--- src/circular_double_ended_queue_assert.svh ---
// Assertion shorthands used by the deque RTL.
`ifndef CIRCULAR_DOUBLE_ENDED_QUEUE_ASSERT_SVH
`define CIRCULAR_DOUBLE_ENDED_QUEUE_ASSERT_SVH

// Property checked on every rising clock edge outside reset.
`define CDEQ_ASSERT(label, clk, rst_n, prop, msg) \
    label: assert property (@(posedge clk) disable iff (!rst_n) (prop)) \
        else $error(msg);

// Consequent checked at the rising clock edge after the antecedent, outside reset.
`define CDEQ_ASSERT_NEXT(label, clk, rst_n, ante, cons, msg) \
    label: assert property (@(posedge clk) disable iff (!rst_n) (ante) |=> (cons)) \
        else $error(msg);

`endif

--- src/cdeq_pkg.sv ---
`default_nettype none

package cdeq_pkg;

    // Request codes
    localparam logic [2:0] REQ_PUSH_FRONT = 3'd0;
    localparam logic [2:0] REQ_PUSH_BACK  = 3'd1;
    localparam logic [2:0] REQ_POP_FRONT  = 3'd2;
    localparam logic [2:0] REQ_POP_BACK   = 3'd3;
    localparam logic [2:0] REQ_QUERY      = 3'd4;

    // Cell operations, one per chain
    localparam logic [1:0] CELL_HOLD     = 2'd0;
    localparam logic [1:0] CELL_SHIFT_UP = 2'd1;  // take the lower neighbour, insert at cell 0
    localparam logic [1:0] CELL_SHIFT_DN = 2'd2;  // take the upper neighbour
    localparam logic [1:0] CELL_WRITE_AT = 2'd3;  // write the word where index equals count

    typedef struct packed {
        logic [2:0]  req_type;
        logic [31:0] value;
    } t_req;

    typedef struct packed {
        logic [31:0] front_value;
        logic [31:0] back_value;
        logic [7:0]  count;
        logic        is_empty;
        logic        is_full;
        logic        rejected;
    } t_rsp;

    // Front chain keeps the front entry in cell 0, back chain keeps the back entry there
    typedef struct packed {
        logic [1:0] f_op;
        logic [1:0] b_op;
    } t_cell_ctl;

endpackage

`default_nettype wire

--- src/cdeq_cell.sv ---
`default_nettype none

module cdeq_cell
    import cdeq_pkg::*;
#(
    parameter int DATA_WIDTH = 32,
    parameter int CW         = 8,
    parameter int INDEX      = 0
) (
    input  wire logic                  i_clk,
    input  wire t_cell_ctl             i_ctl,
    input  wire logic [CW-1:0]         i_count,
    input  wire logic [DATA_WIDTH-1:0] i_word,
    input  wire logic [DATA_WIDTH-1:0] i_f_lo,
    input  wire logic [DATA_WIDTH-1:0] i_f_hi,
    input  wire logic [DATA_WIDTH-1:0] i_b_lo,
    input  wire logic [DATA_WIDTH-1:0] i_b_hi,
    output logic      [DATA_WIDTH-1:0] o_f,
    output logic      [DATA_WIDTH-1:0] o_b
);

    logic [DATA_WIDTH-1:0] r_f;
    logic [DATA_WIDTH-1:0] r_b;
    logic                  w_here;

    assign w_here = (i_count == CW'(INDEX));

    always_ff @(posedge i_clk) begin
        unique case (i_ctl.f_op)
            CELL_HOLD:     r_f <= r_f;
            CELL_SHIFT_UP: r_f <= i_f_lo;
            CELL_SHIFT_DN: r_f <= i_f_hi;
            CELL_WRITE_AT: r_f <= w_here ? i_word : r_f;
        endcase
        unique case (i_ctl.b_op)
            CELL_HOLD:     r_b <= r_b;
            CELL_SHIFT_UP: r_b <= i_b_lo;
            CELL_SHIFT_DN: r_b <= i_b_hi;
            CELL_WRITE_AT: r_b <= w_here ? i_word : r_b;
        endcase
    end

    assign o_f = r_f;
    assign o_b = r_b;

endmodule

`default_nettype wire

--- config.mk ---
export PLATFORM = sky130hd
export DESIGN_NAME = cdeq_cell
export DESIGN_NICKNAME = d
export VERILOG_FILES = /design/src/circular_double_ended_queue_assert.svh /design/src/cdeq_pkg.sv /design/src/cdeq_cell.sv
export SDC_FILE = /design/constraint.sdc
export NUM_CORES = 1
export LEC_CHECK = 0
export ABC_AREA = 1
export ABC_CLOCK_PERIOD_IN_PS = 2800
export BUFFER_PORTS_ARGS = -buffer_cell sky130_fd_sc_hd__buf_2
export CAP_MARGIN = 10
export CORE_MARGIN = 5
export CORE_UTILIZATION = 30
export DETAILED_ROUTE_END_ITERATION = 8
export HOLD_SLACK_MARGIN = 0.08
export MAX_ROUTING_LAYER = met4
export PLACE_DENSITY = 0.68
export SLEW_MARGIN = 30
export SYNTH_ARGS = -nofsm -noshare
export SYNTH_HDL_FRONTEND = slang
export SYNTH_SLANG_ARGS = --single-unit
--- constraint.sdc ---
create_clock -name i_clk -period 2.8 [get_ports i_clk]
set_clock_uncertainty 0.1 [all_clocks]
set_input_delay 0.14 -clock i_clk [delete_from_list [all_inputs] [get_ports i_clk]]
set_output_delay 0.14 -clock i_clk [all_outputs]
set_load 0.005 [all_outputs]
==> impl_summary.md, run 1 <==
Yosys
The synthesized design contains 64 register bits. In this run, synthesis inferred 64 flip-flops with an integrated enable. The post-synth net total is roughly 500.

The number of standard cells after synthesis is ~330. The most frequently used cell type in the post-synthesis netlist is nand2_1. Summing every instance area after synthesis gives 3400 um2. Of the post-synthesis cell area, the dominant cell type holds 56.5%. Of all cell types, the one taking the most synthesized area is edfxtp_1. The mean post-synth cell area is 10.5 um2. The share of async-settable or async-resettable flops after synthesis is 0%. Synthesis instantiated 12 different standard cells from the library. In the post-synthesis netlist, the biggest area contributors are edfxtp_1 56%, nand2_1 13%, o211ai_2 11%, o211ai_1 7.5%, inv_1 3.5%. By count the netlist is led by 120 x nand2_1, 64 x edfxtp_1, 34 x o211ai_1. The total of warnings raised by yosys is 0.

Sequential cells were found to cover 56.5% of the synthesized design area. For this run, the leading register cell type out of synthesis is edfxtp_1.

Clock tree
The master cell of the clock root buffer is clkbuf_16. The number of clock buffers added by TritonCTS is 9. The TritonCTS clock tree is built. The deepest clock path buffer count is 2. The total setup buffers inserted after CTS is 0. The count of hold buffers inserted by post-cts repair is 126. The post-cts gate resize count is 0.

After clock tree synthesis, the clock-pin slew on the worst setup and hold paths is 50 ps. The maximum level of the CTS H-tree is 3. Counting every sink on the clock net gives 64.

Critical path
The signal on the critical path passes through buf_2 -> inv_2 -> nor2_4 -> nand2_1 -> o211ai_1 -> dlygate4sd3_1. The highest-delay cell along the critical path is nor2_4. The category of the worst setup path launch point is an input port. The required time at the worst-slack endpoint is approximately 2900 ps. For this run, the slowest stage of the critical path takes 720 ps.

Data arrives at the worst endpoint at ~2100 ps. The buffering stage count on the worst path with inverters included is 3. In this run the worst path has a maximum fanout of 33. The nature of the critical path endpoint is a register. The cell family contributing the most delay on the critical path is buffers and inverters. The kind of critical path is in -> reg.

Global route
Global routing used 18.6% of the available tracks across all layers. The total overflow left after global routing is 0. The initial antenna violation count is 0. Entering global routing, the biggest net connects 34 pins. The number of global-route vias before repair came to 4076. The global-route wire length before repair is 18.8 mm.

Final layout
The share of cells above drive strength 1 is between 40% and 50%. The number of nets in the finished design is 859. Counting the fill cells in the layout gives 941. Relative to the synthesized area, the layout overhead comes to 82.3%. The area of all placed cells without fillers is 6200 um2. Once layout is complete, the utilization of the core stands at 56.5%. The number of antenna diodes in the final layout is 0.

Routing
The DRC violation total after the first TritonRoute iteration is around 180. The post-detailed-route wirelength per cell is 15.4 um. The count of vias placed by the detailed router is 3826.

The count of nets left with antenna violations once routing finished came out at 0. After detailed routing, the number of vias per cell comes to between 4 and 5. In the routed design, unresolved DRC markers number 0. Before antenna repair, the detailed router went through 4 iterations.

For this block, the routed nets add up to 12.8 mm of wire.

Timing
After layout, the minimum clock period comes to 1990 ps. The number of slew-limit violations in the final report is 0. The share of the cycle needed by the critical path after routing is 71.1%. The actual transition at the worst max-transition pin is 811 ps. For the final routed database, the setup TNS stands at 0 ps. For this run, the top clock speed supported by timing is 502 MHz. The worst max-slew margin expressed relative to the limit is between 40% and 50%. The total count of hold-check failures in the final report is 0.

The post-route worst setup slack is 809 ps. Setup repair after global routing left no endpoint under its margin. The final setup violation count is 0.

Placement
The post-DP HPWL is 8.90 mm. Port buffering added roughly 240 buffers. Prior to clock tree synthesis, the placed netlist has a worst setup slack of between 900 and 1000 ps. The cell area reported after detailed placement is 4690 um2. The congestion estimate from routability-driven global placement came to 0.849.

Die
The number of top-level pins is 237. The area of the die is between 10000 and 15000 um2. The vertical die dimension is 116 um.

In this run the core area contains 38 standard-cell rows. Once the floorplan was initialized, standard cells occupied 31.0% of the core. The die extent in x is 116 um. In this run the standard cell core region covers 11000 um2.

Power and ir drop
Power spread over the standard cell area amounts to 466 nW/um2. VDD sags by at most about 0.23 mV. The sequential share of power is between 40% and 50%. The leakage power total is 0.00292 uW. Per report_power, the combinational group accounts for 23.9% of the total. The power spent charging and discharging nets is 706 uW. The portion of total power attributed to the clock network is 33.1%. The internal portion of total power is 2180 uW. The design draws 2890 uW. The net switching fraction of the power is 24.4%.

Worst hold path
The min-delay analysis places its worst path in the category in -> reg.

Flow run
The number of maximum-capacitance constraint violations is 0.

Status
The run finished with clean final reports.
## layout by cell type (no fill, tap or decap)
cell	Yosys	routed
clkbuf_16	0	9
buf_2	10	236
inv_1	32	32
clkinv_2	0	2
clkinv_1	0	2
nand2_2	12	12
dlygate4sd3_1	0	126
nand2_1	120	120
clkinvlp_4	0	1
nor2_4	2	4
edfxtp_1	64	64
clkbuf_1	0	1
buf_4	2	6
o211ai_1	34	34
o211ai_2	30	30
inv_2	2	2
nor2_1	11	9
## layout make-up
class / instances / area, um2 / area share, %
Clock buffer: 10 / 229 / 3.69
Clock inverter: 5 / 25.0 / 0.404
Inverter: 34 / 128 / 2.06
Multi-Input combinational cell: 209 / 1230 / 19.9
Sequential cell: 64 / 1920 / 31.0
Tap cell: 140 / 175 / 2.82
Timing Repair Buffer: 368 / 2490 / 40.1
## registers in the layout (all words and copies together) (netlist names)
| signal | cells |
|---|---|
| o_b | 32 |
| o_f | 32 |
## cell families (layout without fill, tap and decap cells)
| family | count (synthesis) | after routing | share of synthesized area [%] |
|---|---|---|---|
| AO/OA/AOI/OAI | 64 | 64 | 18.5 |
| flip-flops | 64 | 64 | 56.5 |
| buffers and inverters | 52 | 417 | 7.65 |
| AND/OR/NAND/NOR | 145 | 145 | 17.3 |
## routing by layer
layer / GRT usage, % / share of wire (%)
met1: 19.9 / 38
met2: 33.4 / 52
met3: 4.51 / 7.8
met4: 6.57 / 1.7
met5: - / 0
## power groups by stage
stage	combinational [uW]	sequential (uW)	clock [uW]
4_1_cts	689	1240	988
3_5_place_dp	510	1260	0
3_3_place_gp	501	1260	0
6_report	692	1240	956
2_1_floorplan	190	1280	0
5_1_grt	755	1250	1030
## stage by stage
step / hold slack (ps) / std cells
floorplan: 224 / 325
global placement: 323 / 689
detailed placement: 328 / 689
CTS: 90.0 / 830
global route: 112 / 830
finish: 91.3 / 830
## worst min-delay path, delay by kind of cell
kind	cells	cell delay, ps
simple gates	1	50
compound gates	1	100
buf+inv	1	80
## final timing paths
path              startpoint                end  slack (ps)  depth (start not counted)
setup / recovery    i_ctl[3]  o_f[30]$_DFFE_PP_         810                          6
hold / removal    i_b_hi[31]  o_b[31]$_DFFE_PP_          90                          3
Note: power is estimated with default switching activity, not from simulation.
==> run 2: changes to the inputs <==
--- a/config.mk
+++ b/config.mk
@@ -5,8 +5,8 @@
 export SDC_FILE = /design/constraint.sdc
 export NUM_CORES = 1
 export LEC_CHECK = 0
-export ABC_AREA = 1
-export ABC_CLOCK_PERIOD_IN_PS = 2800
+export ABC_AREA = 0
+export ABC_CLOCK_PERIOD_IN_PS = 2000
 export BUFFER_PORTS_ARGS = -buffer_cell sky130_fd_sc_hd__buf_2
 export CAP_MARGIN = 10
 export CORE_MARGIN = 5
@@ -14,7 +14,7 @@
 export DETAILED_ROUTE_END_ITERATION = 8
 export HOLD_SLACK_MARGIN = 0.08
 export MAX_ROUTING_LAYER = met4
-export PLACE_DENSITY = 0.68
+export PLACE_DENSITY = 0.69
 export SLEW_MARGIN = 30
 export SYNTH_ARGS = -nofsm -noshare
 export SYNTH_HDL_FRONTEND = slang
==> constraint.sdc (replaced) <==
create_clock -name i_clk -period 2 [get_ports i_clk]
set_clock_uncertainty 0.1 [all_clocks]
set_input_delay 0.1 -clock i_clk [delete_from_list [all_inputs] [get_ports i_clk]]
set_output_delay 0.1 -clock i_clk [all_outputs]
set_load 0.005 [all_outputs]
==> run 2 against run 1 <==
Effect of this change: critical endpoint is now o_b[28]$_DFFE_PP_; area after synthesis decreased by 0.59%; critical path depth down 1; largest power group unchanged; critical path type unchanged; sequential share of layout area increased by 1.6 points; hold slack got worse by 15 ps; utilization is 2.5 points lower; sequential cell count stayed put; clock power up 55%; first-iteration DRC count down 51%.
==> impl_summary.md, run 2 <==
Timing
Setup repair after global routing left no endpoint under its margin. The share of the cycle needed by the critical path after routing is 84.2%. The total count of hold-check failures in the final report came to 0. The worst max-slew margin expressed relative to the limit is approximately 72%. The actual transition at the worst max-transition pin is 416 ps.

The clock period minus final worst setup slack is 1680 ps. The final setup violation count is 0. After routing, the total negative slack on setup checks comes to 0 ps.

For this run, the top clock speed supported by timing is approximately 590 MHz. The number of slew-limit violations in the final report came to 0.

Power and ir drop
The leakage power total is roughly 0.0028 uW. The power per standard cell area is around 700 nW/um2. The worst-case IR drop observed on VDD is 0.384 mV.

Total power for the finished layout comes to 4120 uW.

Final layout
The relative area change from synthesis to final layout is 74.5%. Once layout is done, the placed cells without fillers occupy 5900 um2. The share of the core filled with cells in the final layout is a little over half. The leading cell type in the layout, fill and taps excluded is buf_2. After the last flow step, the layout net total stands at 789. The share of cells above drive strength 1 is 42.4%. In the layout the commonest cells are 236 x buf_2, 94 x dlygate4sd3_1, 66 x nor2_1.

Placement
The final weighted congestion in routability-driven placement is 0.834. Once detailed placement completed, the half-perimeter wirelength came to 8.61 mm. The count of port buffers added during placement is 236. Summing all placed instances gives a cell area of ~4700 um2.

Yosys
By area the synthesized netlist is led by edfxtp_1 57%, mux2i_1 19%, a21oi_1 9.8%, nor2_1 7.3%, buf_12 3.6%. The XOR/XNOR share of the synthesized area is 0%. After Yosys synthesis, full adders, half adders and majority gates account for 0% of the synthesized area. The main combinational cell family by area after synthesis is multiplexers.

The netlist area before placement is 3380 um2. After synthesis, the netlist uses 12 different library cells. The number of nets handed over by synthesis was 460. The most instantiated flip-flop cell in the synthesis netlist is edfxtp_1. The simple-gate area share of the yosys netlist is under 10%. The number of flip-flops and latches in the synthesized netlist is 64. Sorting the synthesized cells by how often they occur yields 66 x a21oi_1, 66 x nor2_1, 64 x edfxtp_1, 64 x mux2i_1, 9 x buf_2. After synthesis, the largest area contributor takes up 56.8% of total cell area. The share of async-settable or async-resettable flops after synthesis is 0%. Of the post-synthesis cell area, the part taken by muxes is 18.9%. The mean post-synth cell area is 11.8 um2. The synthesized design contains 64 enable-type register cells. The share of the Yosys chip area taken by registers is a little under three fifths. The library cell with the largest summed area after synthesis is edfxtp_1.

The total of warnings raised by yosys is 0. Synthesis produced a netlist whose cell count is 287. The area fraction in compound gates after synthesis is 9.77%.

Critical path
The required time at the worst-slack endpoint is approximately 2000 ps. Along the worst path, the maximum fanout reaches 23. The critical path startpoint is i_ctl[0]. In this design, the largest share of critical-path delay is due to buffers and inverters. The buffering stage count on the worst path with inverters included is 3.

The delay of the slowest critical-path stage is around 580 ps. The kind of critical path is in -> reg. Walking the worst path, the cells encountered are buf_2 -> buf_12 -> mux2i_1 -> a21oi_1 -> dlygate4sd3_1. The slowest stage of the critical path is the dlygate4sd3_1 cell. STA puts the critical path data arrival time at 1640 ps.

The category of the worst setup path launch point is an input port. The nature of the critical path endpoint is a register.

Routing
In this run, the number of DRC markers left after iteration 0 of detailed routing was 90. The count of vias placed by the detailed router is 3500. In the final routed layout, each cell accounts on average for 16.1 um. The mean number of vias per cell is 4.59. In this run the remaining antenna-violating nets after routing total 0. After detailed routing, the number of remaining DRC violations is 0. The first detailed-routing pass ran for 4 iterations.

The routed design has roughly 12 mm of wire.

Flow run
The tool flagged a number of max-cap violations equal to 0.

Global route
The global-route wire length before repair is between 15 and 20 mm. Entering global routing, the biggest net connects between 60 and 70 pins. The number of global-route vias before repair is 3778.

The initial antenna violation count is 0. Summed over all layers, the global routing overflow is 0. Global routing consumed, over all layers together, 18.0% of the routing resources.

Die
The initialized floorplan defines 38 standard-cell rows. The die covers roughly 13000 um2. The die extent in x is between 100 and 150 um. The number of top-level pins is around 240. The floorplan step set the die height to 116 um.

Once the floorplan was initialized, standard cells occupied a little under a third of the core. The area of the placeable core is 10900 um2.

Clock tree
The total setup buffers inserted after CTS is 0. Hold repair after CTS inserted 93 buffers. After clock tree synthesis, the clock-pin slew on the worst setup and hold paths is around 50 ps. In this run, post-CTS repair resized a total of 0 instances.

The H-tree was split into 3 levels. The TritonCTS clock tree is built. The number of clock buffers added by TritonCTS is 9.

The cell sitting at the root of the clock tree is a clkbuf_16. The deepest clock path buffer count is 2. The number of clock sinks is 64.

Status
The run finished with clean final reports.

Worst hold path
In this run the most critical hold path is launched from i_f_lo[21]. The worst hold path belongs to the class in -> reg.
run 2: cell types whose count changed after synthesis, sizes merged:
cell and change:
a21oi +66, and2 +2, clkbuf +4, inv -34
mux2i +64, nand2 -131, nor2 +53, nor4 +2
o211ai -64
run 2: path summary, 6_finish.rpt:
check,end,slack (ps),depth (start not counted)
hold / removal,o_f[21]$_DFFE_PP_,80,3
setup / recovery,o_b[28]$_DFFE_PP_,320,5
run 2: cell families (layout without fill, tap and decap cells):
group	after synthesis	after routing
muxes	64	64
and+or+nand+nor	71	71
other	0	1
buffers and inverters	22	356
AOI/OAI and AO/OA	66	66
DFF	64	64
run 2: final cells by class:
type	count	area (um2)
Tap cell	140	175
Clock buffer	12	236
Antenna cell	1	2.50
Timing Repair Buffer	340	2250
Sequential cell	64	1920
Multi-Input combinational cell	201	1270
Clock inverter	4	45.0
Fill cell	922	5030
run 2: metal layers:
layer  global-route usage [%]  routed length (um)  up-vias
li1                         -                   -     1712
met1                     18.7                4580     1603
met2                     33.7                6600      170
met3                     4.66                 945       15
met4                     4.87                 173        0
met5                        -                   0        -
run 2: power by group:
group	leakage, uW	total (uW)	switching (uW)	internal (uW)
registers	0.000633	1730	43.6	1690
logic	0.00198	915	404	511
clock network	0.000140	1480	520	958
total	0.00276	4120	968	3150
run 2: metrics by stage:
step | hold WS (ps) | cells | setup WS, ps
after floorplan | 225 | 287 | -573
after global placement | 319 | 651 | 326
after detailed placement | 322 | 651 | 295
after CTS | 82.0 | 760 | 344
after global routing | 83.9 | 761 | 265
final | 76.3 | 762 | 316
==> run 3: changes to the inputs <==
--- a/config.mk
+++ b/config.mk
@@ -6,7 +6,7 @@
 export NUM_CORES = 1
 export LEC_CHECK = 0
 export ABC_AREA = 0
-export ABC_CLOCK_PERIOD_IN_PS = 2000
+export ABC_CLOCK_PERIOD_IN_PS = 1400
 export BUFFER_PORTS_ARGS = -buffer_cell sky130_fd_sc_hd__buf_2
 export CAP_MARGIN = 10
 export CORE_MARGIN = 5
@@ -14,7 +14,7 @@
 export DETAILED_ROUTE_END_ITERATION = 8
 export HOLD_SLACK_MARGIN = 0.08
 export MAX_ROUTING_LAYER = met4
-export PLACE_DENSITY = 0.69
+export PLACE_DENSITY = 0.71
 export SLEW_MARGIN = 30
 export SYNTH_ARGS = -nofsm -noshare
 export SYNTH_HDL_FRONTEND = slang
==> constraint.sdc (replaced) <==
create_clock -name i_clk -period 1.4 [get_ports i_clk]
set_clock_uncertainty 0.1 [all_clocks]
set_input_delay 0.07 -clock i_clk [delete_from_list [all_inputs] [get_ports i_clk]]
set_output_delay 0.07 -clock i_clk [all_outputs]
set_load 0.005 [all_outputs]
==> run 3 against run 2 <==
Effect of this change: the flow now stops in clock tree synthesis (4_1_cts); area after synthesis unchanged; synthesized cell count unchanged.
==> impl_summary.md, run 3 <==
Yosys
In the synthesized netlist, the cells that appear most often are 66 x a21oi_1, 66 x nor2_1, 64 x edfxtp_1, 64 x mux2i_1, 9 x buf_2. Summed over all instances, the cell type with the most area after synthesis is edfxtp_1. Ranked by total cell area, the synthesized netlist is headed by edfxtp_1 57%, mux2i_1 19%, a21oi_1 9.8%, nor2_1 7.3%, buf_12 3.6%. Synthesis handed over a netlist of 287 instances. The sequential cell area fraction in the yosys report is 56.8%. The synthesized design devotes to its leading area cell type 56.8% of total area. After synthesis the netlist holds a flip-flop and latch count of 64. Yosys mapped the design onto 12 distinct sky130hd cell types.

The post-synth net total is 460. The total of warnings raised by yosys is 0. The mapped netlist covers around 3400 um2. The share of async-settable or async-resettable flops after synthesis is 0%.

The most instantiated flip-flop cell in the synthesis netlist is edfxtp_1. Counting flops with a built-in enable in the synthesized netlist gives 64. The mean post-synth cell area is 11.8 um2.

Die
The die extent in x is 116 um. The number of top-level pins is around 240. For this configuration, the core starts out at a cell density of between 30% and 40%. The die is roughly 120 um tall. The standard-cell row count is 38.

Clock tree
The post-cts gate resize count is 0. The tree is rooted in a clkbuf_16. The deepest clock path buffer count is 2. The total clock buffers created by CTS is 9. The total setup buffers inserted after CTS is 0. The number of hold buffers added after CTS was 134.

The maximum level of the CTS H-tree is 3. The number of clock sinks is 64.

Placement
The count of port buffers added during placement is about 240. The post-DP HPWL is 8.47 mm. Once placement completed, the tool counted placed cells totaling ~650. Routability-driven placement finished with a final weighted congestion of between 0.8 and 0.9.

Status
The run stopped with a tool error. The halt point of the flow is clock tree synthesis (4_1_cts). The tool reported: "[ERROR RSZ-0060] Max buffer count reached".
## run 3: cell counts after synthesis
No cell type changed its count.
## run 3: kinds of logic after synthesis
family,synth area share (%)
compound gates,9.77
simple gates,8.25
flops,56.8
buf+inv,6.22
mux,18.9
## run 3: per-stage QoR
stage                     utilization (%)  hold WS (ps)  setup slack (ps)  area (um2)
after floorplan                         -           195              -160        3440
after global placement               43.4           290             -22.2        4740
after detailed placement             43.4           293             -52.3        4740
==> run 4: changes to the inputs <==
--- a/config.mk
+++ b/config.mk
@@ -6,15 +6,13 @@
 export NUM_CORES = 1
 export LEC_CHECK = 0
 export ABC_AREA = 0
-export ABC_CLOCK_PERIOD_IN_PS = 1400
+export ABC_CLOCK_PERIOD_IN_PS = 1800
 export BUFFER_PORTS_ARGS = -buffer_cell sky130_fd_sc_hd__buf_2
 export CAP_MARGIN = 10
 export CORE_MARGIN = 5
-export CORE_UTILIZATION = 30
+export CORE_UTILIZATION = 20
 export DETAILED_ROUTE_END_ITERATION = 8
-export HOLD_SLACK_MARGIN = 0.08
-export MAX_ROUTING_LAYER = met4
-export PLACE_DENSITY = 0.71
+export PLACE_DENSITY_LB_ADDON = 0.15
 export SLEW_MARGIN = 30
 export SYNTH_ARGS = -nofsm -noshare
 export SYNTH_HDL_FRONTEND = slang
==> constraint.sdc (replaced) <==
create_clock -name i_clk -period 1.8 [get_ports i_clk]
set_clock_uncertainty 0.1 [all_clocks]
set_input_delay 0.09 -clock i_clk [delete_from_list [all_inputs] [get_ports i_clk]]
set_output_delay 0.09 -clock i_clk [all_outputs]
set_load 0.005 [all_outputs]
==> run 4 against run 3 <==
Effect of this change: the flow now finishes without violations.
==> impl_summary.md, run 4 (synthesis gave the netlist of run 2 again) <==
Final layout
In the layout the commonest cells are 236 x buf_2, 66 x nor2_1, 64 x mux2i_1, 64 x a21oi_1, 64 x edfxtp_1. The share of cells above drive strength 1 is 46.5%. The number of nets in the finished design is 738.

In the final layout, the multi-input gates occupy 1270 um2. The finished cells cover 5470 um2. The register area is 1920 um2. The fill cell instance count of the final layout is 1736. The library cell used most frequently in the layout, excluding fill and tap cells, is buf_2. The diode insertion count for antenna repair is 0.

The count of non-filler cells in the finished layout is slightly below 800. Relative to the synthesized area, the layout overhead comes to 61.6%.

Clock tree
Buffers added to address setup during post-CTS repair amount to 0. The master cell of the clock root buffer is clkbuf_16. The count of hold buffers inserted by post-cts repair is 40. The maximum level of the CTS H-tree is 3. TritonCTS built the clock tree. Clock-pin slew was measured on the worst setup and hold paths at ~50 ps. The number of clock sinks is 64. In this run, post-CTS repair resized a total of 0 instances. TritonCTS created 9 clock buffers. In this run the deepest clock path goes through 2 buffers.

Critical path
Data arrives at the worst endpoint at roughly 1100 ps. Tracing the worst setup path back leads to its startpoint at i_count[5]. The worst setup path is of the in -> reg kind. STA classifies the critical path startpoint as an input port. Along the worst path, the maximum fanout reaches 14. The required time at the worst-slack endpoint is 1720 ps. The worst setup path is captured at a register.

Timing
The clock period minus final worst setup slack is 1210 ps. The total count of hold-check failures in the final report was 0. Summed over all failing endpoints, the final setup total negative slack is 0 ps. The number of slew-limit violations in the final report is 0. Setup repair after global routing left no endpoint under its margin.

Headroom to the max-slew limit came out at 66.2%. The share of the cycle needed by the critical path after routing is 67.0%. The maximum clock frequency is 829 MHz.

Setup violations remaining at the end of the flow were counted as 0. The actual transition at the worst max-transition pin is 507 ps.

Routing
The final wirelength is 11.9 mm. The count of vias placed by the detailed router is 3170. The number of detailed-routing iterations run before antenna repair is 4. The mean number of vias per cell is 4.01. The remaining antenna violation count is 0. The post-detailed-route wirelength per cell is 15.1 um. After detailed routing, the number of remaining DRC violations is 0. For this block, the initial DRC count from the detailed router was 92.

Power and ir drop
The maximum VDD drop is 0.406 mV. The power per standard cell area is 811 nW/um2. In this run the static leakage power is 0.00255 uW. The completed layout was analyzed and its total power is 4430 uW.

Die
The initial core utilization is 20.4%. The area of the placeable core is 16600 um2. The number of top-level pins is ~240.

The die extent in x is 140 um. The die is 140 um tall. The area of the die is 19600 um2. The initialized floorplan defines 47 standard-cell rows.

Status
The flow ran to the end, and the final reports show no timing, DRC or antenna violations.

Global route
The overall fraction of global-route tracks in use is 11.8%. The initial antenna violation count is 0. Entering global routing, the biggest net connects 47 pins. The first global-routing pass estimated 17.9 mm of wire.

The number of global-route vias before repair came to 3357. The aggregate global routing overflow is 0.

Placement
Port buffering added around 240 buffers. The post-DP HPWL is roughly 9.3 mm. In this run, placement finished with an instance count of 734. The final weighted congestion in routability-driven placement is 0.780.

The cell area reported after detailed placement is 4790 um2.

Flow run
The number of maximum-capacitance constraint violations is 0.

Worst hold path
For hold timing, the worst endpoint is o_f[15]$_DFFE_PP_. The path class of the tightest hold or removal check is in -> reg. The count of cells along the worst hold path is 3. The origin of the worst min-delay path is i_f_lo[15].
[run 4: worst max-delay path by stage]
stage	end	slack [ps]
after floorplan	o_b[0]$_DFFE_PP_	-150
after global placement	o_f[31]$_DFFE_PP_	250
after detailed placement	o_f[27]$_DFFE_PP_	200
after CTS	o_f[31]$_DFFE_PP_	570
after global routing	o_f[26]$_DFFE_PP_	490
final	o_f[31]$_DFFE_PP_	590
[run 4: cell type report]
type	count	area share, %
repair buffers	289	31.4
flip-flops and latches	64	35.2
clock buffers	11	4.26
clock inverters	5	0.870
well taps	220	5.04
multi-input cells	201	23.3
[run 4: worst max-delay path, stage by stage]
cell and delay, ps:
buf_2 90, nor4_1 270, nand2_1 200, a21oi_4 200, buf_4 250
[run 4: metal layers]
| layer | vias up | part of all wire [%] | GRT usage, % |
|---|---|---|---|
| met3 | 7 | 9.3 | 5.21 |
| li1 | 1606 | - | - |
| met1 | 1418 | 39 | 13.2 |
| met2 | 139 | 51 | 20.8 |
| met5 | - | 0 | 0 |
| met4 | 0 | 0.92 | 2.75 |
[run 4: power breakdown]
part           internal [uW]  leakage, uW  switching [uW]  total [uW]
registers               1870     0.000633            48.6        1920
clock network           1060     0.000138             578        1630
logic                    462      0.00178             416         879
[run 4: stage by stage]
step                      worst slack [ps]  hold slack, ps  util [%]
after detailed placement               204             315      28.9
final                                  593           0.392      33.0
after floorplan                       -153             215         -
after global placement                 251             318      28.9
after CTS                              571            1.21      33.0
after global routing                   485            5.63      33.0
